## src/hdl/round_robin_process_scheduler_unit_assert.svh

```systemverilog
// assertion macros used by the scheduler rtl
`ifndef ROUND_ROBIN_PROCESS_SCHEDULER_UNIT_ASSERT_SVH
`define ROUND_ROBIN_PROCESS_SCHEDULER_UNIT_ASSERT_SVH

// same-cycle implication, disabled while reset is high
`define RRPS_ASSERT_NOW(lbl, clk, rst, ante, cons) \
  lbl: assert property (@(posedge clk) disable iff (rst) (ante) |-> (cons)) \
    else $error("scheduler assertion failed");

// next-cycle implication, disabled while reset is high
`define RRPS_ASSERT_NEXT(lbl, clk, rst, ante, cons) \
  lbl: assert property (@(posedge clk) disable iff (rst) (ante) |=> (cons)) \
    else $error("scheduler assertion failed");

`endif

```

## src/hdl/rrps_pkg.sv

```systemverilog
// types and constants of the round-robin process scheduler
package rrps_pkg;

  localparam int PTR_BITS = 32;
  localparam int ID_BITS  = 4;

  localparam logic MODE_CREATE = 1'b0;
  localparam logic MODE_SELECT = 1'b1;

  localparam logic STATUS_OK   = 1'b0;
  localparam logic STATUS_FAIL = 1'b1;

  typedef struct packed {
    logic                mode;
    logic [PTR_BITS-1:0] stack_pointer;
    logic                current_blocked;
  } in_item_t;

  typedef struct packed {
    logic [PTR_BITS-1:0] next_stack_pointer;
    logic [ID_BITS-1:0]  next_process_id;
    logic                status;
  } out_item_t;

  typedef enum logic [2:0] {
    S_IDLE,
    S_SCAN,
    S_RING_RD,
    S_SP_RD,
    S_OUT
  } state_t;

endpackage

```

## src/hdl/round_robin_process_scheduler_unit.sv

```systemverilog
// round-robin process scheduler: slot table, ready ring and control
//
// Usage: drive cmd and raise start while busy is low; the item is taken at
// that edge. mode create takes the lowest free slot, stores the stack
// pointer and queues the slot; mode select saves/requeues or frees the
// running process and hands out the head of the ready ring.
// Exactly one result per item appears on result with done high for one
// cycle; the receiver cannot stall it. done comes in the first idle cycle,
// so a new start may be given in that very cycle.
// Response: a create with a zero pointer answers in the cycle after acceptance;
// any other create waits on the free-slot scan, which checks a group of up to
// 16 slots a cycle and stops at the first group with a free slot or at the
// last group; a select waits on the two dependent reads (ready ring, then
// pointer table), each a registered ram read, and ends after the ring read
// when the ring is empty. Items are handled one at a time.
// Reset (rst, synchronous) empties the ring, frees all slots and clears the
// running process; ring and pointer rams need no clearing since an entry is
// only read after it has been written.
module round_robin_process_scheduler_unit #(
  parameter int MAX_PROCESSES = 16,
  parameter int POINTER_WIDTH = 32
) (
  input  logic                clk,
  input  logic                rst,
  input  logic                start,
  output logic                busy,
  input  rrps_pkg::in_item_t  cmd,
  output logic                done,
  output rrps_pkg::out_item_t result
);

  import rrps_pkg::*;

  `include "round_robin_process_scheduler_unit_assert.svh"

  localparam int SP_W   = (POINTER_WIDTH < PTR_BITS) ? POINTER_WIDTH : PTR_BITS;
  localparam int SLOT_W = $clog2(MAX_PROCESSES);
  localparam int CNT_W  = $clog2(MAX_PROCESSES + 1);
  localparam int GRP_W  = (MAX_PROCESSES < 16) ? MAX_PROCESSES : 16;
  localparam int NGRP   = (MAX_PROCESSES + GRP_W - 1) / GRP_W;
  localparam int GIDX_W = (NGRP > 1) ? $clog2(NGRP) : 1;
  localparam int OFF_W  = $clog2(GRP_W);

  state_t state, state_next;

  logic [SLOT_W-1:0]        head;
  logic [CNT_W-1:0]         count;
  logic [MAX_PROCESSES-1:0] slot_in_use;
  logic [SLOT_W-1:0]        current_slot;
  logic                     current_valid;
  logic [GIDX_W-1:0]        grp;
  logic [SP_W-1:0]          sp_q;
  logic                     done_q;
  out_item_t                result_q;

  logic                     accept;
  logic [SP_W-1:0]          cmd_sp;
  logic                     cmd_sp_zero;
  logic [SLOT_W:0]          tail_sum;
  logic [SLOT_W-1:0]        tail;
  logic                     ring_full;
  logic                     last_grp;

  logic [NGRP*GRP_W-1:0]    in_use_pad;
  logic [GRP_W-1:0]         chunk;
  logic                     hit;
  logic [OFF_W-1:0]         hit_off;
  logic [SLOT_W-1:0]        hit_slot;

  // ram ports and per-cycle controls
  logic                     ring_we;
  logic [SLOT_W-1:0]        ring_waddr;
  logic [SLOT_W-1:0]        ring_wdata;
  logic [SLOT_W-1:0]        ring_rdata;
  logic                     sp_we;
  logic [SLOT_W-1:0]        sp_waddr;
  logic [SP_W-1:0]          sp_wdata;
  logic [SP_W-1:0]          sp_rdata;
  logic                     push;
  logic                     pop;
  logic                     claim;
  logic                     release_cur;
  logic                     emit;
  out_item_t                emit_item;

  assign busy   = (state != S_IDLE);
  assign accept = start && !busy;
  assign done   = done_q;
  assign result = result_q;

  assign cmd_sp      = SP_W'(cmd.stack_pointer);
  assign cmd_sp_zero = (cmd_sp == '0);

  // tail slot of the ring, head + count wrapped once
  assign tail_sum  = (SLOT_W+1)'(head) + (SLOT_W+1)'(count);
  assign tail      = (tail_sum >= (SLOT_W+1)'(MAX_PROCESSES)) ?
                     SLOT_W'(tail_sum - (SLOT_W+1)'(MAX_PROCESSES)) : SLOT_W'(tail_sum);
  assign ring_full = (count == CNT_W'(MAX_PROCESSES));
  assign last_grp  = (grp == GIDX_W'(NGRP - 1));

  // free-slot scan: one group of slots per cycle, padding counts as taken
  always_comb begin
    in_use_pad = '1;
    in_use_pad[MAX_PROCESSES-1:0] = slot_in_use;
  end

  assign chunk = in_use_pad[int'(grp)*GRP_W +: GRP_W];

  always_comb begin
    hit     = 1'b0;
    hit_off = '0;
    for (int i = GRP_W - 1; i >= 0; i--) begin
      if (!chunk[i]) begin
        hit     = 1'b1;
        hit_off = OFF_W'(i);
      end
    end
  end

  assign hit_slot = SLOT_W'(int'(grp) * GRP_W + int'(hit_off));

  rrps_ram #(
    .WIDTH (SLOT_W),
    .DEPTH (MAX_PROCESSES)
  ) u_ready_ring (
    .clk   (clk),
    .we    (ring_we),
    .waddr (ring_waddr),
    .wdata (ring_wdata),
    .raddr (head),
    .rdata (ring_rdata)
  );

  // read address is the slot just read from the ring
  rrps_ram #(
    .WIDTH (SP_W),
    .DEPTH (MAX_PROCESSES)
  ) u_saved_sp (
    .clk   (clk),
    .we    (sp_we),
    .waddr (sp_waddr),
    .wdata (sp_wdata),
    .raddr (ring_rdata),
    .rdata (sp_rdata)
  );

  always_comb begin
    state_next = state;
    case (state)
      S_IDLE: begin
        if (accept) begin
          if (cmd.mode == MODE_SELECT) begin
            state_next = S_RING_RD;
          end else if (!cmd_sp_zero) begin
            state_next = S_SCAN;
          end
        end
      end
      S_SCAN: begin
        if (hit || last_grp) begin
          state_next = S_IDLE;
        end
      end
      S_RING_RD: begin
        state_next = (count == '0) ? S_IDLE : S_SP_RD;
      end
      S_SP_RD: begin
        state_next = S_OUT;
      end
      S_OUT: begin
        state_next = S_IDLE;
      end
      default: begin
        state_next = S_IDLE;
      end
    endcase
  end

  always_comb begin
    ring_we     = 1'b0;
    ring_waddr  = tail;
    ring_wdata  = current_slot;
    sp_we       = 1'b0;
    sp_waddr    = current_slot;
    sp_wdata    = cmd_sp;
    push        = 1'b0;
    pop         = 1'b0;
    claim       = 1'b0;
    release_cur = 1'b0;
    emit        = 1'b0;
    emit_item   = '{next_stack_pointer: '0, next_process_id: '0, status: STATUS_FAIL};
    case (state)
      S_IDLE: begin
        if (accept) begin
          if (cmd.mode == MODE_SELECT) begin
            // settle the running process before picking the next one
            if (current_valid) begin
              if (!cmd_sp_zero) begin
                sp_we = 1'b1;
                if (!cmd.current_blocked && !ring_full) begin
                  ring_we = 1'b1;
                  push    = 1'b1;
                end
              end else begin
                release_cur = 1'b1;
              end
            end
          end else if (cmd_sp_zero) begin
            emit = 1'b1;
          end
        end
      end
      S_SCAN: begin
        if (hit) begin
          claim      = 1'b1;
          sp_we      = 1'b1;
          sp_waddr   = hit_slot;
          sp_wdata   = sp_q;
          ring_wdata = hit_slot;
          if (!ring_full) begin
            ring_we = 1'b1;
            push    = 1'b1;
          end
          emit      = 1'b1;
          emit_item = '{next_stack_pointer: '0, next_process_id: ID_BITS'(hit_slot),
                        status: STATUS_OK};
        end else if (last_grp) begin
          emit = 1'b1;
        end
      end
      S_RING_RD: begin
        if (count == '0) begin
          emit = 1'b1;
        end
      end
      S_SP_RD: begin
        pop = 1'b1;
      end
      S_OUT: begin
        emit      = 1'b1;
        emit_item = '{next_stack_pointer: PTR_BITS'(sp_rdata),
                      next_process_id: ID_BITS'(current_slot), status: STATUS_OK};
      end
      default: begin
        emit = 1'b0;
      end
    endcase
  end

  always_ff @(posedge clk) begin
    if (rst) begin
      state         <= S_IDLE;
      head          <= '0;
      count         <= '0;
      slot_in_use   <= '0;
      current_slot  <= '0;
      current_valid <= 1'b0;
      grp           <= '0;
      done_q        <= 1'b0;
    end else begin
      state  <= state_next;
      done_q <= emit;
      if (accept) begin
        grp <= '0;
      end else if (state == S_SCAN && !hit && !last_grp) begin
        grp <= grp + GIDX_W'(1);
      end
      if (push) begin
        count <= count + CNT_W'(1);
      end else if (pop) begin
        count <= count - CNT_W'(1);
      end
      if (pop) begin
        head          <= (head == SLOT_W'(MAX_PROCESSES - 1)) ? '0 : head + SLOT_W'(1);
        current_slot  <= ring_rdata;
        current_valid <= 1'b1;
      end else if (state == S_RING_RD && count == '0) begin
        current_valid <= 1'b0;
      end
      if (claim) begin
        slot_in_use[hit_slot] <= 1'b1;
      end else if (release_cur) begin
        slot_in_use[current_slot] <= 1'b0;
      end
    end
  end

  always_ff @(posedge clk) begin
    if (accept) begin
      sp_q <= cmd_sp;
    end
    if (emit) begin
      result_q <= emit_item;
    end
  end

  `RRPS_ASSERT_NOW(a_done_when_idle, clk, rst, done, !busy)
  `RRPS_ASSERT_NOW(a_count_bounded, clk, rst, 1'b1, count <= CNT_W'(MAX_PROCESSES))
  `RRPS_ASSERT_NOW(a_ring_in_use, clk, rst, 1'b1, int'(count) <= $countones(slot_in_use))
  `RRPS_ASSERT_NEXT(a_accept_busy, clk, rst,
                    accept && !(cmd.mode == MODE_CREATE && cmd_sp_zero), busy && !done)

endmodule

```

## src/hdl/rrps_ram.sv

```systemverilog
// generic single-write, single-read ram with registered read data
module rrps_ram #(
  parameter int WIDTH = 8,
  parameter int DEPTH = 16
) (
  input  logic                                         clk,
  input  logic                                         we,
  input  logic [((DEPTH > 1) ? $clog2(DEPTH) : 1)-1:0] waddr,
  input  logic [WIDTH-1:0]                             wdata,
  input  logic [((DEPTH > 1) ? $clog2(DEPTH) : 1)-1:0] raddr,
  output logic [WIDTH-1:0]                             rdata
);

  logic [WIDTH-1:0] mem [DEPTH];

  always_ff @(posedge clk) begin
    if (we) begin
      mem[waddr] <= wdata;
    end
    rdata <= mem[raddr];
  end

endmodule

```

## config.mk

```make
export PLATFORM = sky130hd
export DESIGN_NAME = round_robin_process_scheduler_unit
export DESIGN_NICKNAME = d
export VERILOG_FILES = /design/src/hdl/rrps_pkg.sv /design/src/hdl/round_robin_process_scheduler_unit.sv /design/src/hdl/rrps_ram.sv
export VERILOG_INCLUDE_DIRS = /design/src /design/src/hdl
export SDC_FILE = /design/constraint.sdc
export NUM_CORES = 1
export LEC_CHECK = 0
export BUFFER_PORTS_ARGS = -buffer_cell sky130_fd_sc_hd__buf_2
export CAP_MARGIN = 20
export CORE_MARGIN = 2
export CORE_UTILIZATION = 66
export CTS_BUF_LIST = sky130_fd_sc_hd__clkbuf_16
export DETAILED_ROUTE_END_ITERATION = 10
export PLACE_DENSITY = 0.84
export SYNTH_ARGS = -nofsm -noshare
export SYNTH_HDL_FRONTEND = slang
export SYNTH_SLANG_ARGS = --single-unit
```

## constraint.sdc

```tcl
create_clock -name clk -period 14.2 [get_ports clk]
set_clock_uncertainty 0.05 [all_clocks]
set_input_delay 1.42 -clock clk [delete_from_list [all_inputs] [get_ports clk]]
set_output_delay 1.42 -clock clk [all_outputs]
set_load 0.01 [all_outputs]
```

## Yosys cells after proc, flatten, opt, wreduce, memory -nomap -nowiden

Memory sizes are Yosys's and may differ from the RTL's. A register that Yosys moved wholly into a read port is not among the register bits.
Index checks and enable logic that the tools add are counted.

- Input port bits: 37
- Register bits: 104
- Memories kept: 2
- Memory bits (writable): 576
- Word-level logic and storage cells: 148
- Output and inout port bits: 39
- Bits in latches: 0
- ROM bits: 0

Memory list:

| name | depth | width | rd ports | clocked after Yosys merged registers in | write ports | RTL line | text |
|---|---|---|---|---|---|---|---|
| u_saved_sp.mem | 16 | 32 | 1 | 1 | 1 | rrps_ram.sv:14 | `logic [WIDTH-1:0] mem [DEPTH];` |
| u_ready_ring.mem | 16 | 4 | 1 | 1 | 1 | rrps_ram.sv:14 |  |

- Reductions and logical operators: 21
- Divide/modulo/power cells: 0
- Multiply operators: 0
- Add/sub/neg operators: 7
- Mux-type cells: 87
- $lt $le $gt $ge: 5
- Shifts and indexed selects: 1
- Equal/unequal tests: 9
- Bitwise logic cells: 4

Operator list:

| operator | count |
|---|---|
| 4-bit 2-to-1 mux | 20 |
| 37-bit one-hot mux with 2 select lines | 1 |
| 32-bit 2-to-1 mux | 2 |
| 1-bit 2-to-1 mux | 48 |
| 32-bit zero test | 1 |
| 16-bit 2-to-1 mux | 2 |
| 16-bit bitwise AND | 1 |
| 16-bit inverter | 1 |
| 16-bit OR | 1 |
| 16-bit by 6-bit indexed part select with 16-bit output | 1 |
| 5-bit 2-to-1 mux | 3 |
| 3-bit 2-to-1 mux | 4 |
| 3-bit one-hot mux with 4 select lines | 1 |
| 4-bit by 5-bit less-than comparator with 1-bit output, second input constant | 2 |
| 1-bit demux with 4-bit select | 2 |
| 4-bit by 1-bit greater-or-equal comparator with 1-bit output, second input constant | 2 |
| 1-bit logical AND | 7 |
| 3-bit by 2-bit == test with 1-bit output, second input constant | 2 |
| 2-bit nonzero test | 3 |
| 4-bit by 5-bit adder with 5-bit output | 1 |
| 5-bit by 1-bit adder with 5-bit output, second input constant | 1 |
| 5-bit == test, second input constant | 1 |
| 5-bit greater-or-equal comparator, second input constant | 1 |
| 5-bit zero test | 1 |
| other kinds (20) | 25 |

## Logic depth before layout (Yosys ltp)

- Depth in word-level cells: 24
- Depth in mapped cells: 13
- Gate-level depth less buffers: 13

## By module

From an unflattened synthesis, not the netlist that was laid out.

- Cell total of the unflattened synthesis: 1458
- Area, all modules: 27431.3 um2

By module, submodules not included:

| module | sequential area each (um2) | instances | cells each | area an instance (um2) |
|---|---|---|---|---|
| rrps_ram (u_saved_sp) | 16015.4 | 1 | 838 | 19835.3 |
| round_robin_process_scheduler_unit | 2772.7 | 1 | 490 | 4929.7 |
| rrps_ram (u_ready_ring) | 2001.9 | 1 | 130 | 2666.3 |

## Worst setup path before layout

Ideal clock, no wire load.

- Path type: input to register
- From: input cmd[4] (netlist name)
- To: register result_q, in the netlist result[0], enable pin
- Data arrival time: 4.995 ns
- Library setup time: 0.489 ns
- Buffers on the path: 0
- Data required time: 13.661 ns
- Cell stages on the path: 4
- Path slack: 8.666 ns
- Path through: nor4_1 -> nand4_1 -> or2_2 -> o31ai_1

- Longest elaborated chain between the ends: 5

Ends and longest elaborated chain:

| what | RTL line | text |
|---|---|---|
| start: declaration | round_robin_process_scheduler_unit.sv:27 | `input rrps_pkg::in_item_t cmd,` |
| 32-bit zero test | round_robin_process_scheduler_unit.sv:92 | `assign cmd_sp_zero = (cmd_sp == '0);` |
| 1-bit 2-to-1 mux | round_robin_process_scheduler_unit.sv:208 | `end else if (cmd_sp_zero) begin` |
| 1-bit 2-to-1 mux | round_robin_process_scheduler_unit.sv:195 | `if (cmd.mode == MODE_SELECT) begin` |
| 1-bit 2-to-1 mux | round_robin_process_scheduler_unit.sv:194 | `if (accept) begin` |
| 1-bit one-hot mux with 4 select lines | round_robin_process_scheduler_unit.sv:192 | `case (state)` |
| via emit | round_robin_process_scheduler_unit.sv:83 | `logic emit;` |
| end signal: assignment | round_robin_process_scheduler_unit.sv:293 | `result_q <= emit_item;` |
| end: declaration | round_robin_process_scheduler_unit.sv:54 | `out_item_t result_q;` |

The timed path passes the listed nets, and every way through them passes these cells.
A chain may end at the register's enable or synchronous reset.

## Final worst setup path

- From: input cmd[20] (netlist name)
- To: register result_q, in the netlist result[5], enable pin

Same word-level chain as after synthesis.

==> impl_metrics.ini <==
[global_routing]
antenna_found_initial = 0
grt_pass1_wl_mm = 96.8
grt_pass1_vias = 14600
grt.total_usage_pct = 30.8
grt_max_degree = 74
grt_overflow = 0

[cts]
numCtsBuffers = 69
clkTransAtPathRegs_ns = 0.06
cts_tree = done
ctsResizeCount = 0
postCtsSetupBuffers = 0
cts-hold-fix-buffers = 0
htree_num_levels = 3
root_buffer = clkbuf_16
clockBufferDepth = 3
clk_latency_ns = 0.62
clock-sinks = 716

[place]
dpl_cell_area_um2 = 28700
dp_hpwl_mm = 35.3
io_buffers = 75
gp_congestion = 0.830

[yosys]
synth_top_area_cell = edfxtp_1
yosys.cell_count.top_type = edfxtp_1
syn_nets = 1421
synthArstFlopShare_pct = 0
synth_area_leaders = edfxtp_1, mux4_2, dfxtp_1, nand2_1, and2_1
synth.cell_area_um2 = 27400
yosysWarnings = 0
synth_top_family_by_area = multiplexers
synth_commonest_cells = edfxtp_1, mux4_2, nand2_1
synth.distinct_cells = 66
syn_inst = 1375
yosysSeqAreaShare_pct = 75.8
avgSynthCellArea_um2 = 19.9
synth_xor_area_share_pct = 0.224
synth_top_cell_area_share_pct = 70.6
synth_fa_ha_area_share_pct = 0.465
synth-edff-count = 645
ys.flop_type = edfxtp_1
synth-compound-area-share_pct = 2.17
synth_mux_area_share_pct = 14.9
synthSimpleGateAreaFrac_pct = 5.27
synth_seq_cells = 716

[pwr]
seqPwrFrac_pct = 53.4
max-vdd-ir-drop_uv = 116
p_comb_share_pct = 5.3
p_sw_share_pct = 21.7
power.internal_w = 0.00350
power_switching_w = 0.000973
power.density_nw_per_um2 = 144
clkPwrFrac_pct = 41.3
p_leak_nw = 10.3

[timing]
worstMarginPinSlew_ns = 1.24
slew_headroom_pct = 16.8
setup_viol = 0
drv_slew = 0
tns_ns = 0
fmax_mhz = 225
rsz0062_at_grt = false
timing.final.crit_share_pct = 31.2
hold_violations = 0
period_needed_ns = 4.44

[routing]
antenna_left = 0
wl_per_cell_um = 32.0
drc = 0
viasPerCell = 6.94
vias = 14400
drt_iter0_markers = 2053
drt-total-wl_mm = 66.3
first_pass_iters = 6

[floorplan]
fp.coreArea_um2 = 40900
die_width_um = 208
die_h_um = 208
io_pins = 76
initial_utilization_pct = 67.0
die_area_um2 = 43200
rows = 74

[setup_path]
path_class = in -> reg
crit_family = simple AND/OR/NAND/NOR gates
end_kind = flop
crit_path_max_incr_delay_ns = 0.91
path_buf_inv = 3
slowest_stage = nor4_1
startpoint_type = primary input
worstPathCellList = buf_2 -> nor4_1 -> nand4_1 -> or2_2 -> o31ai_4 -> buf_16 -> buf_4
crit_arrival_ns = 4.63
cp.required_ns = 14.39
crit_fanout = 21

[min_path]
hold_path.class = reg -> reg

[finish]
fin_util_pct = 76.0
area_growth_pct = 13.4
final_net_count = 1531
layout-drive-gt1-share_pct = 27.3
design_area_um2 = 31100
antenna_cells = 0

[status]
status = finished, final reports clean

[job]
cap_violations = 0
==> flip-flops by register name, indices dropped and copies added (netlist names), 3 cells and up <==
name / flops
in_use_pad: 16
sp_q: 32
u_saved_sp.rdata: 32
state: 3
u_ready_ring.mem: 64
count: 5
u_ready_ring.rdata: 4
u_saved_sp.mem: 512
head: 4
result: 37
current_slot: 4
==> metrics by stage <==
stage               instances  total power [W]  hold WS [ns]  worst slack, ns
global placement         1928          0.00264         0.433             9.16
floorplan                1375          0.00257         0.415             8.67
finish                   2071          0.00448         0.454             9.76
CTS                      2065          0.00448         0.455             9.76
global route             2071          0.00458         0.465             9.65
detailed placement       1940          0.00266         0.441             9.23
==> worst paths after layout <==
kind                                           from                   end  slack, ns  cells after the start
worst min-delay path            u_saved_sp.rdata[7]            result[12]       0.45                      1
worst max-delay path                        cmd[20]             result[5]       9.76                      7
worst max register to register                  grp  u_saved_sp.mem[0][7]       9.79                      8
worst min register to register  u_saved_sp.rdata[7]            result[12]       0.45                      1
==> kinds of logic after synthesis <==
logic type	after synthesis
AND/OR/NAND/NOR	299
buffers and inverters	79
AO/OA/AOI/OAI	82
flip-flops	716
XOR/XNOR	7
adder cells (fa/ha/maj)	9
multiplexers	183
==> power by group through the flow <==
stage | combinational (W) | sequential (W) | clock (W)
2_1_floorplan | 0.000147 | 0.00242 | 0
3_3_place_gp | 0.000215 | 0.00243 | 0
3_5_place_dp | 0.000229 | 0.00243 | 0
4_1_cts | 0.000235 | 0.00239 | 0.00186
5_1_grt | 0.000254 | 0.00239 | 0.00193
6_report | 0.000239 | 0.00239 | 0.00185
==> cell usage in the layout (no fill, tap or decap), types with 7 or more instances in the layout <==
cell       synthesis  final
inv_1             11     30
clkinv_1           0     13
nand3_1           11     11
bufinv_16          0      8
dfxtp_1           71     67
edfxtp_1         645    645
buf_4              0     12
a21oi_1           17     16
clkbuf_16          0     71
nand2_1          134    134
nor2_1            53     37
nor4_1            13     13
clkinv_2           0      7
buf_16             0      9
mux4_2           180    180
buf_2             18     75
nor2_4             1     17
ha_1               7      7
and2_1            36     36
a21o_1             9      9
nand2b_1           9      9
o21ai_0           12     12
buf_12             0      9
==> layout make-up <==
cell class / count / area [µm²]
well taps: 532 / 666
flip-flops and latches: 716 / 20800
multi-input cells: 580 / 6460
clock buffers: 71 / 1780
inverters: 13 / 48.8
fillers: 2084 / 9810
clock inverters: 54 / 460
repair buffers: 105 / 893
==> layer usage <==
metal,vias to the layer above,share of wire [%],GRT usage [%]
met2,1021,52,51.8
met5,-,0,0
met3,138,8.8,5.33
met1,7440,36,41.9
met4,0,3.1,10.3
li1,5777,-,-
Power figures use the tool's default switching activity.
